<file path="src/omd_pkg.sv">
// omd_pkg: shared types, constants and helpers of the osc message deframer
// no dependencies; every other file of the block but omd_if imports it
`default_nettype none

package omd_pkg;

    // sizing
    localparam int MAX_ARGS      = 64;
    localparam int OFFSET_BITS   = 16;
    localparam int TAG_ADDR_BITS = (MAX_ARGS > 1) ? $clog2(MAX_ARGS) : 1;
    localparam int CNT_BITS      = $clog2(MAX_ARGS + 1);

    localparam logic [CNT_BITS-1:0] MAX_ARGS_CNT = CNT_BITS'(MAX_ARGS);

    // characters of the osc syntax
    localparam logic [7:0] CHAR_NUL = 8'h00;
    localparam logic [7:0] CHAR_I   = 8'h69;
    localparam logic [7:0] CHAR_F   = 8'h66;
    localparam logic [7:0] CHAR_S   = 8'h73;

    typedef enum logic [3:0] {
        PH_ADDR  = 4'b0001,
        PH_COMMA = 4'b0010,
        PH_TAGS  = 4'b0100,
        PH_ARGS  = 4'b1000
    } phase_t;

    typedef enum logic [2:0] {
        BC_ADDR       = 3'd0,
        BC_ADDR_PAD   = 3'd1,
        BC_COMMA      = 3'd2,
        BC_TAG        = 3'd3,
        BC_TAG_PAD    = 3'd4,
        BC_NUMERIC    = 3'd5,
        BC_STRING     = 3'd6,
        BC_STRING_PAD = 3'd7
    } byte_class_t;

    typedef enum logic [1:0] {
        AT_INT     = 2'd0,
        AT_FLOAT   = 2'd1,
        AT_STRING  = 2'd2,
        AT_UNKNOWN = 2'd3
    } arg_type_t;

    typedef enum logic [2:0] {
        ERR_NONE      = 3'd0,
        ERR_UNKNOWN   = 3'd1,
        ERR_TOO_MANY  = 3'd2,
        ERR_TRUNCATED = 3'd3,
        ERR_EXCESS    = 3'd4
    } err_code_t;

    // one known argument; gap marks unknown tags skipped right before it
    typedef struct packed {
        logic                     gap;
        logic [TAG_ADDR_BITS-1:0] idx;
        arg_type_t                typ;
    } tag_entry_t;

    typedef struct packed {
        logic                     en;
        logic [TAG_ADDR_BITS-1:0] addr;
        tag_entry_t               data;
    } tag_wr_t;

    typedef struct packed {
        byte_class_t cls;
        logic [5:0]  idx;
        arg_type_t   typ;
        logic [15:0] off;
        logic [31:0] val;
        logic        valid;
        err_code_t   err;
        logic        done;
    } result_t;

    function automatic arg_type_t tag_type(input logic [7:0] b);
        arg_type_t t;
        if (b == CHAR_I) t = AT_INT;
        else if (b == CHAR_F) t = AT_FLOAT;
        else if (b == CHAR_S) t = AT_STRING;
        else t = AT_UNKNOWN;
        return t;
    endfunction

endpackage

`default_nettype wire

</file>
<file path="src/omd_if.sv">
// omd_byte_if / omd_result_if: valid-ready channels of the deframer
// depends on nothing but the payload widths fixed by the byte protocol
`default_nettype none

interface omd_byte_if;
    logic       valid;
    logic       ready;
    logic [7:0] data_byte;
    logic       end_of_packet;

    modport source (output valid, output data_byte, output end_of_packet, input ready);
    modport sink (input valid, input data_byte, input end_of_packet, output ready);
endinterface

interface omd_result_if;
    logic        valid;
    logic        ready;
    logic [2:0]  byte_class;
    logic [5:0]  arg_index;
    logic [1:0]  arg_type;
    logic [15:0] arg_offset;
    logic [31:0] arg_value;
    logic        value_valid;
    logic [2:0]  error_code;
    logic        packet_done;

    modport source (output valid, output byte_class, output arg_index, output arg_type,
                    output arg_offset, output arg_value, output value_valid,
                    output error_code, output packet_done, input ready);
    modport sink (input valid, input byte_class, input arg_index, input arg_type,
                  input arg_offset, input arg_value, input value_valid,
                  input error_code, input packet_done, output ready);
endinterface

`default_nettype wire

</file>
<file path="src/omd_tag_ram.sv">
// omd_tag_ram: store of known arguments, one write and one registered read port
// depends on omd_pkg
`default_nettype none

module omd_tag_ram (
    input  wire logic                             clk,
    input  wire omd_pkg::tag_wr_t                 wr,
    input  wire logic [omd_pkg::TAG_ADDR_BITS-1:0] rd_addr,
    output omd_pkg::tag_entry_t                   rd_data
);
    import omd_pkg::*;

    tag_entry_t mem [MAX_ARGS];

    always_ff @(posedge clk)
    begin
        if (wr.en)
        begin
            mem[wr.addr] <= wr.data;
        end
    end

    always_ff @(posedge clk)
    begin
        rd_data <= mem[rd_addr];
    end

endmodule

`default_nettype wire

</file>
<file path="src/omd_parser.sv">
// omd_parser: per-byte state update of the deframer, reads and fills the tag ram
// depends on omd_pkg
`default_nettype none

module omd_parser (
    input  wire logic                              clk,
    input  wire logic                              rst_n,
    input  wire logic                              load,
    input  wire logic [7:0]                        data_byte,
    input  wire logic                              end_of_packet,
    input  wire omd_pkg::tag_entry_t               rd_data,
    output logic [omd_pkg::TAG_ADDR_BITS-1:0]      rd_addr,
    output omd_pkg::tag_wr_t                       tag_wr,
    output omd_pkg::result_t                       res
);
    import omd_pkg::*;

    phase_t                 phase_reg, phase_next;
    logic [1:0]             align_reg, align_next;
    logic                   ended_reg, ended_next;
    logic [CNT_BITS-1:0]    tag_count_reg, tag_count_next;
    logic [CNT_BITS-1:0]    known_count_reg, known_count_next;
    logic [CNT_BITS-1:0]    next_exp_reg, next_exp_next;
    logic [CNT_BITS-1:0]    kp_reg, kp_next;
    logic [CNT_BITS-1:0]    cur_arg_reg, cur_arg_next;
    logic [OFFSET_BITS-1:0] region_reg, region_next;
    logic [OFFSET_BITS-1:0] start_reg, start_next;
    logic [31:0]            shift_reg, shift_next;
    logic                   active_reg, active_next;

    // effective per-argument state once a new argument has been opened
    logic                   active_e;
    logic                   ended_e;
    logic [1:0]             align_e;
    logic [31:0]            shift_e;
    logic [OFFSET_BITS-1:0] start_e;
    logic                   skip_e;
    logic                   ended2;
    logic [1:0]             align2;
    logic [31:0]            shift2;
    logic                   nul;
    logic                   complete;
    arg_type_t              ttype;

    assign rd_addr = kp_next[TAG_ADDR_BITS-1:0];

    always_comb
    begin
        phase_next       = phase_reg;
        align_next       = align_reg;
        ended_next       = ended_reg;
        tag_count_next   = tag_count_reg;
        known_count_next = known_count_reg;
        next_exp_next    = next_exp_reg;
        kp_next          = kp_reg;
        cur_arg_next     = cur_arg_reg;
        region_next      = region_reg;
        start_next       = start_reg;
        shift_next       = shift_reg;
        active_next      = active_reg;

        active_e = active_reg;
        ended_e  = ended_reg;
        align_e  = align_reg;
        shift_e  = shift_reg;
        start_e  = start_reg;
        skip_e   = 1'b0;
        ended2   = 1'b0;
        align2   = 2'd0;
        shift2   = '0;
        complete = 1'b0;
        nul      = (data_byte == CHAR_NUL);
        ttype    = tag_type(data_byte);

        tag_wr   = '0;
        res      = '0;
        res.cls  = BC_ADDR;
        res.typ  = AT_INT;
        res.err  = ERR_NONE;
        res.done = end_of_packet;

        if (load)
        begin
            if (phase_reg != PH_ARGS)
            begin
                // header strings: address, comma, tags
                unique case (phase_reg)
                    PH_ADDR:
                    begin
                        res.cls = (!ended_reg && !nul) ? BC_ADDR : BC_ADDR_PAD;
                    end
                    PH_COMMA:
                    begin
                        res.cls    = nul ? BC_TAG_PAD : BC_COMMA;
                        phase_next = PH_TAGS;
                    end
                    PH_TAGS:
                    begin
                        if (ended_reg || nul)
                        begin
                            res.cls = BC_TAG_PAD;
                        end
                        else
                        begin
                            res.cls = BC_TAG;
                            res.idx = 6'(tag_count_reg);
                            res.typ = ttype;
                            if (tag_count_reg < MAX_ARGS_CNT)
                            begin
                                tag_count_next = tag_count_reg + CNT_BITS'(1);
                                // only known tags go into the store
                                if (ttype != AT_UNKNOWN)
                                begin
                                    tag_wr.en       = 1'b1;
                                    tag_wr.addr     = known_count_reg[TAG_ADDR_BITS-1:0];
                                    tag_wr.data.gap = (tag_count_reg != next_exp_reg);
                                    tag_wr.data.idx = tag_count_reg[TAG_ADDR_BITS-1:0];
                                    tag_wr.data.typ = ttype;
                                    known_count_next = known_count_reg + CNT_BITS'(1);
                                    next_exp_next    = tag_count_reg + CNT_BITS'(1);
                                end
                            end
                            else
                            begin
                                res.err = ERR_TOO_MANY;
                            end
                        end
                    end
                    default:
                    begin
                    end
                endcase

                ended2     = ended_reg | nul;
                align2     = align_reg + 2'd1;
                align_next = align2;
                ended_next = ended2;
                if (ended2 && (align2 == 2'd0))
                begin
                    ended_next = 1'b0;
                    if (phase_reg == PH_ADDR)
                    begin
                        phase_next = PH_COMMA;
                    end
                    else
                    begin
                        phase_next   = PH_ARGS;
                        cur_arg_next = '0;
                        region_next  = '0;
                        start_next   = '0;
                        active_next  = 1'b0;
                        kp_next      = '0;
                    end
                end
            end
            else
            begin
                // argument region; rd_data holds the entry at kp_reg
                if (!active_reg && (kp_reg < known_count_reg))
                begin
                    active_e = 1'b1;
                    start_e  = region_reg;
                    align_e  = 2'd0;
                    shift_e  = '0;
                    ended_e  = 1'b0;
                    skip_e   = rd_data.gap;
                end

                if (!active_e)
                begin
                    res.cls      = BC_STRING_PAD;
                    res.idx      = 6'(tag_count_reg);
                    res.typ      = AT_UNKNOWN;
                    res.off      = 16'(region_reg);
                    res.err      = ERR_EXCESS;
                    cur_arg_next = tag_count_reg;
                end
                else
                begin
                    res.idx     = 6'(rd_data.idx);
                    res.typ     = rd_data.typ;
                    res.off     = 16'(start_e);
                    res.err     = skip_e ? ERR_UNKNOWN : ERR_NONE;
                    start_next  = start_e;
                    active_next = 1'b1;
                    align2      = align_e + 2'd1;
                    align_next  = align2;
                    if (rd_data.typ == AT_STRING)
                    begin
                        res.cls    = (!ended_e && !nul) ? BC_STRING : BC_STRING_PAD;
                        ended2     = ended_e | nul;
                        ended_next = ended2;
                        shift_next = shift_e;
                        if (ended2 && (align2 == 2'd0))
                        begin
                            ended_next   = 1'b0;
                            active_next  = 1'b0;
                            kp_next      = kp_reg + CNT_BITS'(1);
                            cur_arg_next = CNT_BITS'(rd_data.idx) + CNT_BITS'(1);
                        end
                    end
                    else
                    begin
                        res.cls    = BC_NUMERIC;
                        shift2     = {shift_e[23:0], data_byte};
                        res.val    = shift2;
                        shift_next = shift2;
                        ended_next = ended_e;
                        if (align2 == 2'd0)
                        begin
                            res.valid    = 1'b1;
                            active_next  = 1'b0;
                            kp_next      = kp_reg + CNT_BITS'(1);
                            cur_arg_next = CNT_BITS'(rd_data.idx) + CNT_BITS'(1);
                        end
                    end
                end
                region_next = region_reg + OFFSET_BITS'(1);
            end

            if (end_of_packet)
            begin
                complete = (phase_next == PH_ARGS) && !active_next &&
                           (kp_next >= known_count_next);
                // trailing unknown tags after the last known argument
                if (complete && (cur_arg_next < tag_count_next) && (res.err == ERR_NONE))
                begin
                    res.err = ERR_UNKNOWN;
                end
                if (!complete)
                begin
                    res.err = ERR_TRUNCATED;
                end
                phase_next       = PH_ADDR;
                align_next       = '0;
                ended_next       = 1'b0;
                tag_count_next   = '0;
                known_count_next = '0;
                next_exp_next    = '0;
                kp_next          = '0;
                cur_arg_next     = '0;
                region_next      = '0;
                start_next       = '0;
                shift_next       = '0;
                active_next      = 1'b0;
            end
        end
    end

    always_ff @(posedge clk or negedge rst_n)
    begin
        if (!rst_n)
        begin
            phase_reg       <= PH_ADDR;
            align_reg       <= '0;
            ended_reg       <= 1'b0;
            tag_count_reg   <= '0;
            known_count_reg <= '0;
            next_exp_reg    <= '0;
            kp_reg          <= '0;
            cur_arg_reg     <= '0;
            region_reg      <= '0;
            start_reg       <= '0;
            shift_reg       <= '0;
            active_reg      <= 1'b0;
        end
        else
        begin
            phase_reg       <= phase_next;
            align_reg       <= align_next;
            ended_reg       <= ended_next;
            tag_count_reg   <= tag_count_next;
            known_count_reg <= known_count_next;
            next_exp_reg    <= next_exp_next;
            kp_reg          <= kp_next;
            cur_arg_reg     <= cur_arg_next;
            region_reg      <= region_next;
            start_reg       <= start_next;
            shift_reg       <= shift_next;
            active_reg      <= active_next;
        end
    end

endmodule

`default_nettype wire

</file>
<file path="src/omd_result_reg.sv">
// omd_result_reg: output register of the deframer, frees the input side while empty or being read
// depends on omd_pkg and omd_result_if
`default_nettype none

module omd_result_reg (
    input  wire logic             clk,
    input  wire logic             rst_n,
    input  wire logic             load,
    input  wire omd_pkg::result_t res,
    output logic                  space,
    omd_result_if.source          result
);
    import omd_pkg::*;

    logic    valid_reg;
    result_t data_reg;

    assign space = !valid_reg || result.ready;

    always_ff @(posedge clk or negedge rst_n)
    begin
        if (!rst_n)
        begin
            valid_reg <= 1'b0;
        end
        else if (space)
        begin
            valid_reg <= load;
        end
    end

    always_ff @(posedge clk)
    begin
        if (load && space)
        begin
            data_reg <= res;
        end
    end

    assign result.valid       = valid_reg;
    assign result.byte_class  = data_reg.cls;
    assign result.arg_index   = data_reg.idx;
    assign result.arg_type    = data_reg.typ;
    assign result.arg_offset  = data_reg.off;
    assign result.arg_value   = data_reg.val;
    assign result.value_valid = data_reg.valid;
    assign result.error_code  = data_reg.err;
    assign result.packet_done = data_reg.done;

endmodule

`default_nettype wire

</file>
<file path="src/osc_message_deframer.sv">
// throughput: one byte per cycle while the sink does not stall the output register,
// sustained across tag, argument and packet bounds; each result is registered
// the tag ram read is prefetched at the next argument pointer
// reset: rst_n asynchronous, active low; returns to the address phase, counters cleared
// the tag ram is not cleared; only entries written in the current packet are read
`default_nettype none

module osc_message_deframer (
    input  wire logic     clk,
    input  wire logic     rst_n,
    omd_byte_if.sink      msg,
    omd_result_if.source  result
);
    import omd_pkg::*;

    logic                     space;
    logic                     load;
    tag_wr_t                  tag_wr;
    tag_entry_t               rd_data;
    logic [TAG_ADDR_BITS-1:0] rd_addr;
    result_t                  res;

    // a request is taken whenever the output register is free or being emptied
    assign msg.ready = space;
    assign load      = msg.valid && space;

    // only known tags are stored, packed in order, each with its original index
    // and a flag for unknown tags skipped before it; the args phase walks them
    // with a single pointer, so a run of unknown tags is skipped without a stall.
    // the last tag write is always followed by at least the terminating null,
    // so the prefetched read never races a write of the same entry
    omd_tag_ram u_tag_ram (
        .clk     (clk),
        .wr      (tag_wr),
        .rd_addr (rd_addr),
        .rd_data (rd_data)
    );

    // byte classification, value assembly and error detection
    omd_parser u_parser (
        .clk           (clk),
        .rst_n         (rst_n),
        .load          (load),
        .data_byte     (msg.data_byte),
        .end_of_packet (msg.end_of_packet),
        .rd_data       (rd_data),
        .rd_addr       (rd_addr),
        .tag_wr        (tag_wr),
        .res           (res)
    );

    // registered result; while the sink stalls a full register, no byte is taken
    omd_result_reg u_result_reg (
        .clk    (clk),
        .rst_n  (rst_n),
        .load   (load),
        .res    (res),
        .space  (space),
        .result (result)
    );

endmodule

`default_nettype wire

</file>
<file path="src/flat_wrapper.sv">
// flat-port wrapper written by rule: the top's interface ports become plain ports
module osc_message_deframer_flat import omd_pkg::*;
  (clk, rst_n, msg_valid, msg_data_byte, msg_end_of_packet, msg_ready, result_valid, result_byte_class, result_arg_index, result_arg_type, result_arg_offset, result_arg_value, result_value_valid, result_error_code, result_packet_done, result_ready);
  omd_byte_if msg_i ();
  omd_result_if result_i ();
  input  wire logic clk;
  input  wire logic rst_n;
  input wire logic [$bits(msg_i.valid)-1:0] msg_valid;
  input wire logic [$bits(msg_i.data_byte)-1:0] msg_data_byte;
  input wire logic [$bits(msg_i.end_of_packet)-1:0] msg_end_of_packet;
  output wire logic [$bits(msg_i.ready)-1:0] msg_ready;
  output wire logic [$bits(result_i.valid)-1:0] result_valid;
  output wire logic [$bits(result_i.byte_class)-1:0] result_byte_class;
  output wire logic [$bits(result_i.arg_index)-1:0] result_arg_index;
  output wire logic [$bits(result_i.arg_type)-1:0] result_arg_type;
  output wire logic [$bits(result_i.arg_offset)-1:0] result_arg_offset;
  output wire logic [$bits(result_i.arg_value)-1:0] result_arg_value;
  output wire logic [$bits(result_i.value_valid)-1:0] result_value_valid;
  output wire logic [$bits(result_i.error_code)-1:0] result_error_code;
  output wire logic [$bits(result_i.packet_done)-1:0] result_packet_done;
  input wire logic [$bits(result_i.ready)-1:0] result_ready;
  assign msg_i.valid = msg_valid;
  assign msg_i.data_byte = msg_data_byte;
  assign msg_i.end_of_packet = msg_end_of_packet;
  assign msg_ready = msg_i.ready;
  assign result_valid = result_i.valid;
  assign result_byte_class = result_i.byte_class;
  assign result_arg_index = result_i.arg_index;
  assign result_arg_type = result_i.arg_type;
  assign result_arg_offset = result_i.arg_offset;
  assign result_arg_value = result_i.arg_value;
  assign result_value_valid = result_i.value_valid;
  assign result_error_code = result_i.error_code;
  assign result_packet_done = result_i.packet_done;
  assign result_i.ready = result_ready;
  osc_message_deframer u_core (.clk(clk), .rst_n(rst_n), .msg(msg_i), .result(result_i));
endmodule
</file>
<file path="config.mk">
export PLATFORM = sky130hd
export DESIGN_NAME = osc_message_deframer_flat
export DESIGN_NICKNAME = d
export VERILOG_FILES = /design/src/omd_pkg.sv /design/src/omd_if.sv /design/src/omd_tag_ram.sv /design/src/omd_parser.sv /design/src/omd_result_reg.sv /design/src/osc_message_deframer.sv /design/src/flat_wrapper.sv
export SDC_FILE = /design/constraint.sdc
export NUM_CORES = 1
export LEC_CHECK = 0
export BUFFER_PORTS_ARGS = -buffer_cell sky130_fd_sc_hd__buf_2
export CAP_MARGIN = 10
export CORE_MARGIN = 3
export CORE_UTILIZATION = 30
export DETAILED_ROUTE_END_ITERATION = 8
export SLEW_MARGIN = 40
export SYNTH_ARGS = -nofsm -noshare
export SYNTH_HDL_FRONTEND = slang
export SYNTH_SLANG_ARGS = --single-unit
</file>
<file path="constraint.sdc">
create_clock -name clk -period 5.3 [get_ports clk]
set_clock_uncertainty 0.05 [all_clocks]
set_input_delay 1.59 -clock clk [delete_from_list [all_inputs] [get_ports clk]]
set_output_delay 1.59 -clock clk [all_outputs]
set_load 0.05 [all_outputs]
</file>
==> results.txt, run 1 <==
R2R Path End -> u_core.u_tag_ram.rd_data[0]
Setup Fix Bufs, Post-CTS -> 0
Port bufs -> 78
Via count -> 21000
FFs w/ async S/R, synth -> 13.4%
Final GP Congestion -> 0.866
MaxCap Viol Count -> 0
Max reg flops -> 576
Max Clk Rate -> 200 MHz
Final Hold Fails -> 0
Syn_nets -> 2491
Leak Pwr -> 13.0 nW
Final worst path period need -> 5.00 ns
Setup CP Type -> reg -> reg
Detail Route Antenna Nets -> 0
Slew headroom -> 48.6%
Most instantiated cells after synthesis -> edfxtp_1, nand2_1, nor2_1, a21oi_1, dfrtp_1
Synth cell types -> 83
Core ar. -> 104000 um^2
Slowest stage delay, CP -> 0.50 ns
Worst flop-to-flop path startpoint -> u_core.u_parser.known_count_reg[2]
Most numerous cell in the Yosys netlist -> edfxtp_1
Status -> complete, no violations
Bufs on Longest Clock Path -> 3
Crit path max-delay cell type -> dfrtp_1
Drt wl/cell -> 20.2 um
Initial antenna violation count -> 0
Largest net degree at the start of global routing -> 82
Top_reg_cell synth -> edfxtp_1
Share of post-route cells with drive strength above 1 -> 17.5%
Post-layout power -> 11.9 mW
Worst setup path startpoint -> u_core.u_parser.known_count_reg[2]
Worst Setup EP -> u_core.u_tag_ram.rd_data[0]
1st-iter DRT viols -> 2197
Unrepaired setup endpoints after global routing -> false
Final HPWL DP -> 53000 um
Die ar. -> 110000 um^2
Tot GR Track Use -> 15.0%
R2R Setup Slk -> 0.30 ns
Final core utilization -> 36.2%
Synth Cell Area -> 31700 um^2
CTS tree -> done
Reg2Reg Depth -> 19
Yosys top cell by area -> edfxtp_1
CP Cell Sequence -> inv_1 -> ha_1 -> nand2_1 -> o21ai_2 -> a211oi_2 -> nor2b_1 -> ha_1 -> o21ai_0 -> a211oi_1 -> o221ai_1 -> a211oi_2 -> a22oi_2 -> inv_4 -> buf_12 -> mux2i_1 -> o221ai_1 -> nor4_2 -> buf_4 -> a31oi_1
Worst slew pin tran -> 0.769 ns
Worst-Skew Late Latency -> 0.63 ns
Peak supply drop -> 0.000264 V
Pre-antenna DRT Iters -> 5
Number of synthesized flops with an enable pin -> 640
Hold-fix buffers, CTS -> 0
Bufs and invs on worst path -> 4
Initial core utilization -> 30.4%
Register bit total from synthesis -> 749
Post-synthesis sequential area ratio -> 69.1%
Die Wd -> 331 um
Final Cycle Share -> 94.3%
Row count -> 118
Final wirelength -> 83600 um
Final setup fails -> 0
DRC violations left -> 0
Root buffer cell -> clkbuf_16
Setup TNS -> 0 ns
Cell family with most CP delay -> compound AO/OA/AOI/OAI gates
Area growth from synthesis to layout -> 19.0%
Vias per inst -> 5.08
N_diodes -> 0
CP Max Fanout -> 19
Syn. warnings -> 0
Gr ovfl total -> 0
Nets -> 2734
Number of global-route vias before repair -> 20200
Synth top area share -> 60.6%
Worst EP required -> 5.76 ns
TritonCTS Buffers -> 77
Clk slew on worst S/H paths -> 0.06 ns
Setup crit start kind -> flop
Mapped Cells -> 2450
Hold Path Class -> reg -> reg
Avg Inst Size Synth -> 12.9 um^2
H-tree levels -> 3
Power density cells -> 315 nW/um^2
DIE HEIGHT -> 331 um
Worst EP arrival -> 5.46 ns
I/O pin cnt -> 79
First-pass GRT wire length -> 126000 um
Crit path depth -> 19
Post_cts resized -> 0
Area contributors post-synth -> edfxtp_1, dfrtp_1, nand2_1, mux2i_1, nor2_1
TritonCTS Sinks -> 749
CP Capture Type -> flop
Final Slew Violations -> 0
WHS Path Cells -> 2
## routing by layer
layer	wire length, um	track usage, %	share of wire (%)
met5	0	0	0
met4	2240	4.18	2.7
met3	6670	3.21	8.0
met2	38300	23.7	46
met1	36400	20.9	44
## tightest hold or removal path: stages, from the launching register on
cell and delay, ns:
dfrtp_1 0.35, nand2_1 0.05, o21ai_0 0.06
## stage by stage
stage | hold WS [ns] | std cells | worst slack, ns | instance area, um^2
CTS | 0.438 | 4134 | 0.0509 | 37700
global placement | 0.421 | 3994 | 0.0877 | 35200
floorplan | 0.399 | 2450 | 0.00629 | 31700
finish | 0.436 | 4134 | 0.301 | 37700
global route | 0.463 | 4134 | 0.0131 | 37700
detailed placement | 0.421 | 3994 | 0.0682 | 35200
## cell usage in the layout (no fill, tap or decap), types with 13 or more instances in the layout
cell and count:
edfxtp_1 640, clkbuf_16 79, ha_1 28, mux2i_1 71
buf_2 77, buf_4 210, nand3_1 86, a21oi_1 120
inv_1 13, a31oi_1 14, nor3_1 13, xnor2_1 16
a22oi_1 22, nand2_1 432, a211oi_1 77, dfrtp_1 99
clkinv_2 13, o22ai_1 15, a22o_1 41, and3_1 85
buf_12 26, and2_1 37, xor2_1 21, a32o_1 19
clkinv_1 16, a311oi_1 26, clkbuf_1 19, o21ai_0 69
nor2_1 164
## worst min-delay path by stage
stage | start | endpoint | slack [ns]
final | u_core.u_parser.cur_arg_reg[0] | u_core.u_parser.cur_arg_reg[0] | 0.44
after global routing | u_core.u_parser.shift_reg[17] | u_core.u_parser.shift_reg[17] | 0.46
after CTS | u_core.u_parser.cur_arg_reg[5] | u_core.u_parser.cur_arg_reg[5] | 0.44
after detailed placement | u_core.u_parser.cur_arg_reg[5] | u_core.u_parser.cur_arg_reg[5] | 0.42
after global placement | u_core.u_parser.cur_arg_reg[5] | u_core.u_parser.cur_arg_reg[5] | 0.42
after floorplan | u_core.u_parser.cur_arg_reg[5] | u_core.u_parser.cur_arg_reg[5] | 0.40
## logic make-up after synthesis
family | count (synthesis) | share of synthesized area, %
AND/OR/NAND/NOR | 905 | 13.0
flip-flops | 749 | 69.1
AO/OA/AOI/OAI | 489 | 10.8
buffers and inverters | 169 | 2.66
multiplexers | 73 | 2.31
XOR/XNOR | 37 | 1.02
adder cells (fa/ha/maj) | 28 | 1.11
## report_power, final
group | internal, mW | switching [mW] | total [mW]
clock | 3.03 | 2.26 | 5.29
sequential | 6.35 | 0.0101 | 6.36
combinational | 0.0450 | 0.176 | 0.221
total | 9.42 | 2.45 | 11.9
## layout make-up
class	instances	area [um^2]
clock inverter	39	347
clock buffer	101	2090
inverter	18	81.3
timing repair buffer	315	2500
tap	1380	1730
sequential	749	21900
fill	10000	66500
multi-input combinational	1532	9050
Power figures use the tool's default switching activity.
==> run 2, diff against run 1 <==
--- a/config.mk
+++ b/config.mk
@@ -5,9 +5,10 @@
 export SDC_FILE = /design/constraint.sdc
 export NUM_CORES = 1
 export LEC_CHECK = 0
+export ABC_AREA = 1
 export BUFFER_PORTS_ARGS = -buffer_cell sky130_fd_sc_hd__buf_2
 export CAP_MARGIN = 10
-export CORE_MARGIN = 3
+export CORE_MARGIN = 10
 export CORE_UTILIZATION = 30
 export DETAILED_ROUTE_END_ITERATION = 8
 export SLEW_MARGIN = 40
==> results.txt, run 2 <==
Setup Fix Bufs, Post-CTS -> 0 (unchanged)
Final Hold Fails -> 0 (unchanged)
Port bufs -> 78 (unchanged)
Synth top area share -> 58.7% (-1.9 points)
Initial antenna violation count -> 1 (+1)
Most common cell after layout, fill and taps aside -> nand3_1
Final HPWL DP -> 54400 um (+2.7%)
Status -> complete, no violations
MaxCap Viol Count -> 0 (unchanged)
Via count -> 23100 (+10%)
Hold-fix buffers, CTS -> 0 (unchanged)
Drt wl/cell -> 19.0 um (-6.0%)
I/O pin cnt -> 79 (unchanged)
Final setup fails -> 0 (unchanged)
Power density cells -> 317 nW/um^2 (+0.76%)
Peak supply drop -> 0.000213 V (-19%)
Worst slew pin tran -> 0.814 ns (+0.0451 ns)
Share of post-route cells with drive strength above 1 -> 12.7% (-4.8 points)
Leak Pwr -> 14.8 nW (+14%)
Pre-antenna DRT Iters -> 6 (+1)
Post-synthesis sequential area ratio -> 66.9% (-2.2 points)
Final Cycle Share -> 90.1% (-4.2 points)
CP dominant cell by count -> nand2_1
Vias per inst -> 4.99 (-1.8%)
Initial core utilization -> 30.2% (-0.24 points)
Worst EP required -> 5.81 ns (+0.05 ns)
Tot GR Track Use -> 14.0% (-1.0 points)
TritonCTS Buffers -> 79 (+2.6%)
Worst EP arrival -> 5.29 ns (-0.17 ns)
TritonCTS Sinks -> 749 (unchanged)
Synth Cell Area -> 32700 um^2 (+3.3%)
Die Wd -> 350 um (+5.8%)
Number of global-route vias before repair -> 22400 (+11%)
DIE HEIGHT -> 350 um (+5.8%)
Register bit total from synthesis -> 749 (unchanged)
Largest net degree at the start of global routing -> 101 (+23%)
Crit path max-delay cell type -> ha_1
Fillers -> 10700 (+6.1%)
CTS tree -> done
Setup TNS -> 0 ns (unchanged)
Area contributors post-synth -> edfxtp_1, nand3_1, nand2_1, dfrtp_1, nor2_1
N_diodes -> 0 (unchanged)
Bufs on Longest Clock Path -> 3 (unchanged)
First-pass GRT wire length -> 135000 um (+6.9%)
Slew headroom -> 45.7% (-2.9 points)
Most numerous cell in the Yosys netlist -> nand3_1
Slowest stage delay, CP -> 0.49 ns (about the same)
Max reg flops -> 576 (unchanged)
Area growth from synthesis to layout -> 16.4%
Detail Route Antenna Nets -> 0 (unchanged)
Post_cts resized -> 0 (unchanged)
Core ar. -> 109000 um^2 (+4.1%)
Mapped Cells -> 3014 (+23%)
Setup CP Type -> reg -> reg
CP Max Fanout -> 45 (+26)
Number of synthesized flops with an enable pin -> 640 (unchanged)
H-tree levels -> 3 (unchanged)
Final Slew Violations -> 0 (unchanged)
Gr ovfl total -> 0 (unchanged)
Synth cell types -> 58 (-30%)
CP Capture Type -> flop
Nets -> 3197 (+17%)
Final worst path period need -> 4.78 ns (-0.222 ns)
Most instantiated cells after synthesis -> nand3_1, nand2_1, edfxtp_1, nor2_1, inv_1
Worst-Skew Late Latency -> 0.64 ns (about the same)
Setup crit start kind -> flop
Final GP Congestion -> 0.860 (-0.65%)
DRC violations left -> 0 (unchanged)
DP Area -> 35600 um^2 (+1.0%)
Top_reg_cell synth -> edfxtp_1
Final instance area -> 38100 um^2 (+1.1%)
1st-iter DRT viols -> 1972 (-10%)
Hold Path Class -> reg -> reg
Avg Inst Size Synth -> 10.9 um^2 (-16%)
FFs w/ async S/R, synth -> 13.4% (unchanged)
Max Clk Rate -> 209 MHz (+4.6%)
Syn. warnings -> 0 (unchanged)
Row count -> 121 (+2.5%)
Post-Place Cells -> 4489 (+12%)
Unrepaired setup endpoints after global routing -> false
Most frequent cells in the layout -> nand3_1, nand2_1, edfxtp_1
Final wirelength -> 88000 um (+5.3%)
Syn_nets -> 3055 (+23%)
Clk slew on worst S/H paths -> 0.06 ns (about the same)
Non-Filler Instances -> 4632 (+12%)
Root buffer cell -> clkbuf_16
Yosys top cell by area -> edfxtp_1
Die ar. -> 123000 um^2 (+12%)
-- run 2: changes by cell type after synthesis, sizes merged, moves of 39 or more --
cell | previous run | this run
mux2i | 71 | 0
a21oi | 127 | 62
a211oi | 79 | 6
and2 | 45 | 1
a22o | 41 | 2
nand2 | 433 | 677
and3 | 85 | 0
nand3 | 89 | 698
inv | 17 | 151
-- run 2: power breakdown --
| group | leakage [nW] | switching [mW] | internal [mW] |
|---|---|---|---|
| combinational | 4.78 | 0.233 | 0.0578 |
| clock | 1.22 | 2.32 | 3.10 |
| sequential | 8.80 | 0.0168 | 6.36 |
| total | 14.8 | 2.57 | 9.52 |
-- run 2: cell families (layout without fill, tap and decap cells) --
| group | count (synthesis) | after routing | share of synthesized area [%] |
|---|---|---|---|
| AO/OA/AOI/OAI | 251 | 251 | 4.59 |
| buffers and inverters | 332 | 536 | 4.53 |
| flip-flops | 749 | 749 | 66.9 |
| adder cells (fa/ha/maj) | 28 | 28 | 1.07 |
| AND/OR/NAND/NOR | 1634 | 1634 | 22.4 |
| XOR/XNOR | 20 | 20 | 0.535 |
-- run 2: area by class of cell --
type / instances / area (um^2) / share of cell area, %
clock inverter: 36 / 363 / 0.952
timing repair buffer: 234 / 1840 / 4.84
sequential: 749 / 21900 / 57.5
multi-input combinational: 1933 / 9490 / 24.9
inverter: 159 / 602 / 1.58
clock buffer: 107 / 2140 / 5.63
tap: 1414 / 1770 / 4.64
-- run 2: final timing paths --
path                                                    startpoint                              to  slack (ns)  cells after the start
max in group asynchronous                                    rst_n   u_core.u_parser.start_reg[13]        3.38                      2
worst max register to register  u_core.u_parser.known_count_reg[2]     u_core.u_tag_ram.rd_data[5]        0.52                     26
min in group asynchronous                                    rst_n    u_core.u_parser.phase_reg[1]        0.90                      1
worst min-delay path                u_core.u_parser.region_reg[15]  u_core.u_parser.region_reg[15]        0.45                      1
worst max-delay path            u_core.u_parser.known_count_reg[2]     u_core.u_tag_ram.rd_data[5]        0.52                     26
worst min register to register      u_core.u_parser.region_reg[15]  u_core.u_parser.region_reg[15]        0.45                      1
-- run 2: per-layer routing --
metal	vias to the layer above	track usage (%)	routed length (um)
li1	10900	-	-
met1	11200	19.5	39600
met2	798	21.9	39600
met3	146	2.70	6350
met4	0	4.41	2480
met5	-	0	0
-- run 2: critical path, delay by kind of cell, from the launching register on --
| family | cells | cell delay, ns |
|---|---|---|
| adder cells (fa/ha/maj) | 2 | 0.88 |
| AO/OA/AOI/OAI | 1 | 0.09 |
| buffers and inverters | 5 | 1.11 |
| flip-flops | 1 | 0.48 |
| AND/OR/NAND/NOR | 18 | 2.06 |
-- run 2: per-stage QoR --
stage | util, % | power (mW) | hold WS [ns] | worst slack, ns
final | 35.1 | 12.1 | 0.453 | 0.523
after global routing | 35.1 | 12.4 | 0.459 | 0.0886
after CTS | 35.1 | 12.2 | 0.449 | 0.657
after detailed placement | 32.8 | 6.79 | 0.435 | 0.0527
after global placement | 32.8 | 6.79 | 0.433 | 0.0379
after floorplan | - | 6.69 | 0.406 | 0.177
